`config.mk`:
```
export PLATFORM = sky130hd
export DESIGN_NAME = histogram_mode_finder_top
export DESIGN_NICKNAME = d
export VERILOG_FILES = /design/src/hdl/hmf_pkg.sv /design/src/hdl/hmf_ram.sv /design/src/hdl/hmf_ctrl.sv /design/src/hdl/hmf_out_stage.sv /design/src/hdl/histogram_mode_finder_top.sv
export SDC_FILE = /design/constraint.sdc
export NUM_CORES = 2
export LEC_CHECK = 0
export ABC_CLOCK_PERIOD_IN_PS = 11550
export BUFFER_PORTS_ARGS = -buffer_cell sky130_fd_sc_hd__buf_2
export CAP_MARGIN = 20
export CORE_MARGIN = 4
export CORE_UTILIZATION = 50
export DETAILED_ROUTE_END_ITERATION = 8
export GPL_TIMING_DRIVEN = 0
export HOLD_SLACK_MARGIN = 0.06
export PLACE_DENSITY_LB_ADDON = 0.2
export REMOVE_ABC_BUFFERS = 1
export SYNTH_ARGS = -nofsm -noshare
export SYNTH_HDL_FRONTEND = slang
export SYNTH_SLANG_ARGS = --single-unit
```
`constraint.sdc`:
```
create_clock -name clk -period 11.55 [get_ports clk]
set_clock_uncertainty 0.15 [all_clocks]
set_input_delay 1.155 -clock clk [delete_from_list [all_inputs] [get_ports clk]]
set_output_delay 1.155 -clock clk [all_outputs]
set_load 0.01 [all_outputs]
```
`src/hdl/hmf_pkg.sv`:
```
`default_nettype none

package hmf_pkg;

  // Operation codes of an input transaction.
  localparam logic [1:0] OP_ADD   = 2'd0;
  localparam logic [1:0] OP_FETCH = 2'd1;
  localparam logic [1:0] OP_CLEAR = 2'd2;

  // Input transaction payload.
  typedef struct packed {
    logic [1:0] opcode;
    logic [6:0] sample_value;
  } hmf_in_t;

  // Result transaction payload.
  typedef struct packed {
    logic [6:0]  mode_value;
    logic [15:0] mode_count;
    logic        found;
  } hmf_out_t;

endpackage

`default_nettype wire

```
`src/hdl/hmf_ram.sv`:
```
`default_nettype none

// Simple dual-port RAM: one write port, one read port with registered data.
module hmf_ram #(
  parameter int WIDTH = 16,
  parameter int DEPTH = 128,
  localparam int AW = $clog2(DEPTH)
) (
  input  wire logic             clk,
  input  wire logic             we,
  input  wire logic [AW-1:0]    waddr,
  input  wire logic [WIDTH-1:0] wdata,
  input  wire logic [AW-1:0]    raddr,
  output logic      [WIDTH-1:0] rdata
);

  logic [WIDTH-1:0] mem [DEPTH];

  always_ff @(posedge clk) begin
    if (we) begin
      mem[waddr] <= wdata;
    end
    rdata <= mem[raddr];
  end

endmodule

`default_nettype wire

```
`src/hdl/hmf_ctrl.sv`:
```
`default_nettype none

// Sequencer: clearing sweep, add read-modify-write and the mode scan.
module hmf_ctrl import hmf_pkg::*; #(
  parameter int VALUE_BINS = 128,
  parameter int COUNT_BITS = 16,
  localparam int IDX_W = $clog2(VALUE_BINS)
) (
  input  wire logic                  clk,
  input  wire logic                  rst_n,
  input  wire logic                  in_valid,
  output logic                       in_ready,
  input  wire hmf_in_t               in_data,
  output logic                       ram_we,
  output logic      [IDX_W-1:0]      ram_waddr,
  output logic      [COUNT_BITS-1:0] ram_wdata,
  output logic      [IDX_W-1:0]      ram_raddr,
  input  wire logic [COUNT_BITS-1:0] ram_rdata,
  output logic                       res_push,
  output hmf_out_t                   res_data,
  input  wire logic                  slot_free
);

  typedef enum logic [2:0] {
    ST_CLEAR,
    ST_IDLE,
    ST_ADD,
    ST_SCAN,
    ST_POST
  } state_t;

  localparam logic [IDX_W:0]   BINS_L   = (IDX_W + 1)'(VALUE_BINS);
  localparam logic [IDX_W-1:0] LAST_IDX = IDX_W'(VALUE_BINS - 1);

  state_t                state_r, state_nxt;
  logic [IDX_W-1:0]      clr_r, clr_nxt;
  logic [IDX_W-1:0]      add_addr_r, add_addr_nxt;
  logic [IDX_W:0]        scan_r, scan_nxt;
  logic [COUNT_BITS-1:0] max_r, max_nxt;
  hmf_out_t              res_r, res_nxt;

  logic                  accept;
  logic                  in_range;
  logic [IDX_W-1:0]      sample_addr;
  logic [IDX_W:0]        scan_inc;
  logic [COUNT_BITS-1:0] bin_inc;
  hmf_out_t              miss;

  assign in_ready    = (state_r == ST_IDLE);
  assign accept      = in_valid && in_ready;
  assign in_range    = 32'(in_data.sample_value) < 32'(VALUE_BINS);
  assign sample_addr = IDX_W'(in_data.sample_value);
  assign scan_inc    = scan_r + (IDX_W + 1)'(1);
  assign bin_inc     = (ram_rdata == '1) ? ram_rdata : ram_rdata + COUNT_BITS'(1);
  assign miss        = '{mode_value: 7'd0, mode_count: 16'd0, found: 1'b0};

  assign res_data = res_r;
  assign res_push = (state_r == ST_POST) && slot_free;

  // While scanning, the read one bin ahead is issued so a bin is checked each cycle.
  always_comb begin
    if (state_r == ST_SCAN) begin
      ram_raddr = scan_inc[IDX_W-1:0];
    end else if (in_data.opcode == OP_FETCH) begin
      ram_raddr = scan_r[IDX_W-1:0];
    end else begin
      ram_raddr = sample_addr;
    end
  end

  always_comb begin
    state_nxt    = state_r;
    clr_nxt      = clr_r;
    add_addr_nxt = add_addr_r;
    scan_nxt     = scan_r;
    max_nxt      = max_r;
    res_nxt      = res_r;
    ram_we       = 1'b0;
    ram_waddr    = clr_r;
    ram_wdata    = '0;
    case (state_r)
      ST_CLEAR: begin
        ram_we = 1'b1;
        if (clr_r == LAST_IDX) begin
          state_nxt = ST_IDLE;
        end else begin
          clr_nxt = clr_r + IDX_W'(1);
        end
      end
      ST_IDLE: begin
        if (accept) begin
          case (in_data.opcode)
            OP_ADD: begin
              scan_nxt = '0;
              if (in_range) begin
                add_addr_nxt = sample_addr;
                state_nxt    = ST_ADD;
              end
            end
            OP_FETCH: begin
              if (max_r == '0) begin
                scan_nxt  = BINS_L;
                res_nxt   = miss;
                state_nxt = ST_POST;
              end else if (scan_r == BINS_L) begin
                res_nxt   = miss;
                state_nxt = ST_POST;
              end else begin
                state_nxt = ST_SCAN;
              end
            end
            OP_CLEAR: begin
              clr_nxt   = '0;
              max_nxt   = '0;
              scan_nxt  = '0;
              state_nxt = ST_CLEAR;
            end
            default: begin
            end
          endcase
        end
      end
      ST_ADD: begin
        ram_we    = 1'b1;
        ram_waddr = add_addr_r;
        ram_wdata = bin_inc;
        if (bin_inc > max_r) begin
          max_nxt = bin_inc;
        end
        state_nxt = ST_IDLE;
      end
      ST_SCAN: begin
        scan_nxt = scan_inc;
        if (ram_rdata == max_r) begin
          res_nxt   = '{mode_value: 7'(scan_r), mode_count: 16'(max_r), found: 1'b1};
          state_nxt = ST_POST;
        end else if (scan_inc == BINS_L) begin
          res_nxt   = miss;
          state_nxt = ST_POST;
        end
      end
      ST_POST: begin
        if (slot_free) begin
          state_nxt = ST_IDLE;
        end
      end
      default: begin
        state_nxt = ST_IDLE;
      end
    endcase
  end

  always_ff @(posedge clk) begin
    if (!rst_n) begin
      state_r <= ST_CLEAR;
      clr_r   <= '0;
      scan_r  <= '0;
      max_r   <= '0;
    end else begin
      state_r <= state_nxt;
      clr_r   <= clr_nxt;
      scan_r  <= scan_nxt;
      max_r   <= max_nxt;
    end
    add_addr_r <= add_addr_nxt;
    res_r      <= res_nxt;
  end

endmodule

`default_nettype wire

```
`src/hdl/hmf_out_stage.sv`:
```
`default_nettype none

// Result register: holds one transaction until the consumer takes it.
module hmf_out_stage import hmf_pkg::*; (
  input  wire logic     clk,
  input  wire logic     rst_n,
  input  wire logic     push,
  input  wire hmf_out_t push_data,
  output logic          slot_free,
  output logic          out_valid,
  input  wire logic     out_ready,
  output hmf_out_t      out_data
);

  logic     out_valid_r;
  hmf_out_t out_data_r;

  assign slot_free = !out_valid_r || out_ready;
  assign out_valid = out_valid_r;
  assign out_data  = out_data_r;

  always_ff @(posedge clk) begin
    if (!rst_n) begin
      out_valid_r <= 1'b0;
    end else if (push) begin
      out_valid_r <= 1'b1;
    end else if (out_ready) begin
      out_valid_r <= 1'b0;
    end
    if (push) begin
      out_data_r <= push_data;
    end
  end

endmodule

`default_nettype wire

```
`src/hdl/histogram_mode_finder_top.sv`:
```
`default_nettype none

// Channel   Direction  Handshake              Payload
// in_       input      in_valid / in_ready    hmf_in_t  (opcode, sample_value)
// out_      output     out_valid / out_ready  hmf_out_t (mode_value, mode_count, found)
//
// An add reads the bin from the histogram RAM, then writes the incremented
// count back through its single write port.
// A fetch examines bins from the current scan position; the scan checks one
// bin per cycle, limited by the one read port of the RAM.
// A clear zeroes one RAM entry per cycle.
// After reset a clearing pass over all VALUE_BINS entries runs with in_ready low.
// A result waiting in the output register does not stall input; a later fetch
// holds its result until the register is free.

// Mode finder over a histogram of sample values.
// The bin counts live in one RAM. Add transactions are a read-modify-write of
// one bin, and the running maximum count is kept in a register. Because only
// one transaction is in flight at a time, a read never overlaps a write to
// the same bin, so no forwarding is needed. The fetch scan reads one bin ahead
// of the bin being compared so that each cycle retires one bin.
module histogram_mode_finder_top import hmf_pkg::*; #(
  parameter int VALUE_BINS = 128,
  parameter int COUNT_BITS = 16
) (
  input  wire logic     clk,
  input  wire logic     rst_n,
  input  wire logic     in_valid,
  output logic          in_ready,
  input  wire hmf_in_t  in_data,
  output logic          out_valid,
  input  wire logic     out_ready,
  output hmf_out_t      out_data
);

  localparam int IDX_W = $clog2(VALUE_BINS);

  // Histogram RAM ports.
  logic                  ram_we;
  logic [IDX_W-1:0]      ram_waddr;
  logic [COUNT_BITS-1:0] ram_wdata;
  logic [IDX_W-1:0]      ram_raddr;
  logic [COUNT_BITS-1:0] ram_rdata;

  // Hand-off from the sequencer to the output register.
  logic     res_push;
  hmf_out_t res_data;
  logic     slot_free;

  hmf_ram #(
    .WIDTH (COUNT_BITS),
    .DEPTH (VALUE_BINS)
  ) u_ram (
    .clk   (clk),
    .we    (ram_we),
    .waddr (ram_waddr),
    .wdata (ram_wdata),
    .raddr (ram_raddr),
    .rdata (ram_rdata)
  );

  // The sequencer owns the maximum count and the scan position; it also runs
  // the clearing sweep after reset and for every clear transaction.
  hmf_ctrl #(
    .VALUE_BINS (VALUE_BINS),
    .COUNT_BITS (COUNT_BITS)
  ) u_ctrl (
    .clk       (clk),
    .rst_n     (rst_n),
    .in_valid  (in_valid),
    .in_ready  (in_ready),
    .in_data   (in_data),
    .ram_we    (ram_we),
    .ram_waddr (ram_waddr),
    .ram_wdata (ram_wdata),
    .ram_raddr (ram_raddr),
    .ram_rdata (ram_rdata),
    .res_push  (res_push),
    .res_data  (res_data),
    .slot_free (slot_free)
  );

  // Output register decouples the consumer from the sequencer.
  hmf_out_stage u_out (
    .clk       (clk),
    .rst_n     (rst_n),
    .push      (res_push),
    .push_data (res_data),
    .slot_free (slot_free),
    .out_valid (out_valid),
    .out_ready (out_ready),
    .out_data  (out_data)
  );

endmodule

`default_nettype wire

```
Word level (Yosys, flattened, before mapping)

Memory sizes are Yosys's and may differ from the RTL's. A register that Yosys moved wholly into a read port is not among the register bits.
Cells that the tools add are included.

Eq/ne operators: 23
$lt $le $gt $ge: 1
Add/subtract/negate cells: 3
Muxes and demuxes: 38
Reductions and logical operators: 19

Operator list:

| cell                                           | count |
|---|---|
| 2-to-1 mux 24 bit                              | 6 |
| 2-to-1 mux 16 bit                              | 5 |
| one-hot mux 24 bit (2 select lines)            | 1 |
| 2-to-1 mux 7 bit                               | 6 |
| one-hot mux 16 bit (2 select lines)            | 1 |
| one-hot mux 8 bit (2 select lines)             | 2 |
| 2-to-1 mux 3 bit                               | 7 |
| adder 16 x 1 -> 16 bit (second input constant) | 1 |
| equality test 16 bit                           | 1 |
| equality test 16 bit (second input constant)   | 1 |
| equality test 8 bit (second input constant)    | 2 |
| greater-than comparator 16 bit                 | 1 |
| logical NOT 16 bit                             | 1 |
| 2-to-1 mux 8 bit                               | 2 |
| one-hot mux 7 bit (2 select lines)             | 1 |
| inequality test 3 bit (second input constant)  | 4 |
| one-hot mux 3 bit (4 select lines)             | 1 |
| AND reduction 4 bit                            | 3 |
| AND reduction 5 bit                            | 2 |
| one-hot mux 3 bit (3 select lines)             | 1 |
| adder 8 x 1 -> 8 bit (second input constant)   | 1 |
| inequality test 2 bit (second input constant)  | 4 |
| nonzero test 2 bit                             | 4 |
| adder 7 x 1 -> 7 bit (second input constant)   | 1 |
| 16 further kinds                               | 25 |

Output and inout bits: 26
RAM bits: 2048
Flip-flop bits (word level): 90
Memories: 1

Memories:

| name      | depth | width | read ports | clocked after Yosys merged registers in | write ports | RTL line      | source |
|---|---|---|---|---|---|---|---|
| u_ram.mem | 128   | 16    | 1          | 1                                       | 1           | hmf_ram.sv:17 | `logic [WIDTH-1:0] mem [DEPTH];` |

Longest topological paths before layout

Depth in word-level cells: 6
Gate-level depth with buffers: 18
Gate-level depth less buffers: 16

By module

Synthesis repeated with hierarchy kept, for this count alone.

Cell total of the unflattened synthesis: 3632
Area total of the unflattened synthesis: 83766.6 sq um

By module, submodules not included:

| module        | times used | sequential area each (sq um) | cells each | area each (sq um) |
|---|---|---|---|---|
| hmf_ram       | 1          | 61819.3                      | 3086       | 78522.8 |
| hmf_ctrl      | 1          | 1611.5                       | 518        | 4474.3 |
| hmf_out_stage | 1          | 740.7                        | 28         | 769.5 |

Worst setup path after synthesis

OpenSTA, ideal clock, no wires.

Path kind: register to register
From: reg u_ram.rdata[3], read port of u_ram.mem
To: mem u_ram.mem[0][8] (data pin)
Arrival: 4.878 ns
Setup slack: 5.695 ns
Stages on the path, launching flop included: 9
Path buffers: 1
Path through: dfxtp_1 > and4_1 > and4_1 > nand3_1 > and2_0 > clkbuf_1 > nand4_1 > xnor2_1 > nor2b_1

Longest elaborated chain between the ends: 3

Ends and longest elaborated chain:

| item                                                                  | RTL line                        | source |
|---|---|---|
| from (decl)                                                           | hmf_ram.sv:14                   | `output logic [WIDTH-1:0] rdata` |
| adder 16 x 1 -> 16 bit / equality test 16 bit (equally long branches) | hmf_ctrl.sv:54                  | `assign bin_inc = (ram_rdata == '1) ? ram_rdata : ram_rdata + COUNT_BITS'(1);` |
| 2-to-1 mux 16 bit *                                                   | hmf_ctrl.sv:54                  |  |
| 2-to-1 mux 16 bit *                                                   | hmf_ctrl.sv:81                  | `case (state_r)` |
| via ram_wdata[8]                                                      | histogram_mode_finder_top.sv:41 | `logic [COUNT_BITS-1:0] ram_wdata;` |
| to (decl)                                                             | hmf_ram.sv:17                   |  |

The timed path passes the listed nets; every way through them passes the cells marked *.

Worst setup path after layout

From: in in_data[8] (netlist bit)
To: reg u_ram.rdata[2], read port of u_ram.mem

Longest elaborated chain between the ends: 3

Ends and longest elaborated chain:

| item                         | RTL line                        | source |
|---|---|---|
| from (decl)                  | histogram_mode_finder_top.sv:30 | `input wire hmf_in_t in_data,` |
| equality test 2 x 1 -> 1 bit | hmf_ctrl.sv:64                  | `end else if (in_data.opcode == OP_FETCH) begin` |
| 2-to-1 mux 7 bit             | hmf_ctrl.sv:64                  |  |
| 2-to-1 mux 7 bit             | hmf_ctrl.sv:62                  | `if (state_r == ST_SCAN) begin` |

No other way between the ends.
A chain may end at the register's enable or synchronous reset.

==> run_results.csv <==
group,metric,value,unit
status,status,"completed",
power,power.density,162,nW/um^2
setup_path,crit_arrival,6.40,ns
route,viasPerCell,6.15,
cts,post-cts-setup-buffers,0,
route,drc,0,
setup_path,path_cells,"buf_2 > inv_1 > ha_1 > mux2i_1 > a21oi_4 > buf_16 > buf_12 > buf_12 > buf_12 > buf_12 > buf_16 > mux2i_1 > a32oi_1 > nand3_1 > a2111oi_0 > buf_2 > nand4_1 > nor4_2",
cts,cts.sinks,2154,
setup_path,crit_path_frequent_cell,"buf_12",
cts,cts-root-buf,"clkbuf_16",
yosys,synth_edf_count,2103,
yosys,synthCells,5767,
yosys,ys_seq_area_share,74.9,%
timing,rsz0062_at_grt,"false",
timing,finalSetupViolations,0,
timing,worst_slew_pin_slew,1.28,ns
power,ir_worst_vdd,0.164,mV
timing,finalHoldViolations,0,
setup_path,cp-start-kind,"input port",
timing,setup_ws,5.68,ns
cts,cts_max_level,4,
cts,clk_pin_slew,0.06,ns
timing,max_freq,170,MHz
route,wl_per_cell,27.6,um
placed_design,hpwl,149000,um
placed_design,portBuffers,38,
floorplan,row_count,151,
floorplan,start_util,50.5,%
setup_path,crit_family,"buffers and inverters",
min_path,hold_class,"reg2reg",
global_routing,grt_antenna_before_repair,6,
route,dr_total_vias,51400,
yosys,ys_seq_elements,2154,
route,first_pass_iters,6,
cts,clkLatencyLatePin,0.84,ns
timing,slew_headroom,13.8,%
yosys,synthTopCellsByCount,"edfxtp_1 (2103), nand2_1 (1298), nand3_1 (431)",
timing,drv_slew,0,
yosys,yosysMostFrequentCell,"edfxtp_1",
yosys,ys_types,78,
setup_path,required,12.08,ns
setup_path,slowest_delay,0.67,ns
yosys,synth_warnings,0,
finish,drive_gt1_share,15.4,%
timing,post-route-min-period,5.87,ns
global_routing,overflow,0,
finish,diodes,0,
floorplan,die_area,178000,um^2
route,routed_wl,230000,um
cts,clock_path_buffers,3,
yosys,yosys.area.top_type,"edfxtp_1",
flow_run,max_cap_viol_count,0,
setup_path,crit_type,"in2reg",
finish,nets,5994,
setup_path,cp_slowest_cell,"ha_1",
power,cellLeakagePower,31.9,nW
floorplan,die-width,422,um
setup_path,cp_max_fo,29,
cts,cts_resized,0,
placed_design,gp_congestion,0.815,
global_routing,grt.total_usage,25.5,%
yosys,synth_ff_type,"edfxtp_1",
global_routing,grt_pass1_vias,49300,
route,drt_iter0_markers,6180,
power,power.total,16.2,mW
yosys,yosys.area.top_type_share,73.7,%
cts,cts_tree,"yes",
timing,fin_crit_sh,50.8,%
cts,cts_buffers,208,
finish,syn_to_final_growth,16.7,%
cts,hold_buffers,0,
setup_path,cp-end-kind,"register",
timing,tns,0,ns
yosys,syn_avg_cell_area,14.9,um^2
yosys,synthTopCellsByArea,"edfxtp_1 (74%), nand2_1 (5.7%), mux2i_1 (3.0%), mux4_2 (2.7%), nand3_1 (2.5%)",
placed_design,pre_cts_ws,4.74,ns
floorplan,io_pins,39,
floorplan,coreArea,170000,um^2
global_routing,grt_start_max_net_pins,82,
setup_path,path_buf_inv,9,
floorplan,die_h,422,um
route,ant_nets,0,
yosys,synth_area,85700,um^2
global_routing,grt_pass1_wl,337000,um
yosys,synthArstFlopShare,0,%
==> routing by layer <==
metal  vias to the layer above  global-route usage (%)  wire [um]
met4                         4                    9.87       9600
met2                      2405                    40.6     110000
met3                       489                    4.58      19400
met5                         -                       0         23
met1                     26000                    35.2      91500
li1                      22500                       -          -
==> power by group <==
group / switching [mW] / leakage (nW) / internal, mW
clock: 2.87 / 3.26 / 3.84
sequential: 0.0321 / 18.2 / 8.48
combinational: 0.662 / 10.4 / 0.357
total: 3.56 / 31.9 / 12.7
==> state kept, by name, summed over array words and instances, names as in the netlist <==
register / cells
u_ram.mem: 2048
u_ctrl.scan_r: 8
u_ctrl.clr_r: 7
u_ctrl.add_addr_r: 7
u_ctrl.res_data: 24
u_ctrl.state_r: 3
u_ram.rdata: 16
u_out.out_data: 24
u_out.out_valid: 1
u_ctrl.max_r: 16
==> logic make-up (layout without fill, tap and decap cells) <==
group | Yosys count | count (layout) | synth area share (%)
fa+ha+maj | 24 | 24 | 0.350
compound gates | 628 | 628 | 5.57
simple gates | 2169 | 2169 | 10.9
mux | 365 | 365 | 5.80
xor+xnor | 30 | 30 | 0.307
buf+inv | 397 | 764 | 2.15
flops | 2154 | 2154 | 74.9
==> layout by cell type (no fill, tap or decap), types with 23 or more instances in the layout <==
| master | instances |
|---|---|
| nor3_1 | 63 |
| edfxtp_1 | 2103 |
| a211oi_1 | 45 |
| clkbuf_1 | 56 |
| buf_8 | 105 |
| inv_1 | 23 |
| nand2_1 | 1296 |
| buf_16 | 67 |
| a32oi_1 | 198 |
| buf_12 | 94 |
| ha_1 | 24 |
| mux2i_1 | 253 |
| and3_1 | 26 |
| nand4_1 | 33 |
| a31oi_1 | 79 |
| nor2_1 | 65 |
| clkbuf_16 | 215 |
| clkinv_1 | 46 |
| a2111oi_0 | 43 |
| clkinv_2 | 27 |
| buf_2 | 53 |
| dfxtp_1 | 51 |
| xnor2_1 | 23 |
| nand2b_1 | 25 |
| nor2_2 | 128 |
| mux4_2 | 103 |
| a21oi_1 | 52 |
| o21ai_0 | 68 |
| nand3_1 | 424 |
==> cell type report <==
cell class                 count  area, um^2
sequential                  2154       64200
fill                       12500       69900
tap                         2218        2780
timing repair buffer         354        5880
multi-input combinational   3216       20300
clock inverter               108        1040
inverter                      23        86.3
clock buffer                 279        5700
==> stage by stage <==
step           area [um^2]  instances  util (%)  hold WS, ns
6_report            100000       8352      58.9        0.269
5_1_grt             100000       8352      58.9        0.279
3_3_place_gp         86900       7649      51.2        0.255
3_5_place_dp         93200       7962      54.9        0.255
2_1_floorplan        83900       5393         -        0.250
4_1_cts             100000       8349      58.8        0.269
==> final timing paths <==
check                                        start                 to  slack, ns  cells after the start
worst max-delay path                    in_data[8]     u_ram.rdata[2]       5.68                     18
worst min-delay path            u_ctrl.res_data[9]  u_out.out_data[9]       0.27                      0
worst max register to register    u_ctrl.scan_r[0]     u_ram.rdata[2]       5.90                     17
worst min register to register  u_ctrl.res_data[9]  u_out.out_data[9]       0.27                      0
(Power assumes the default switching activity.)
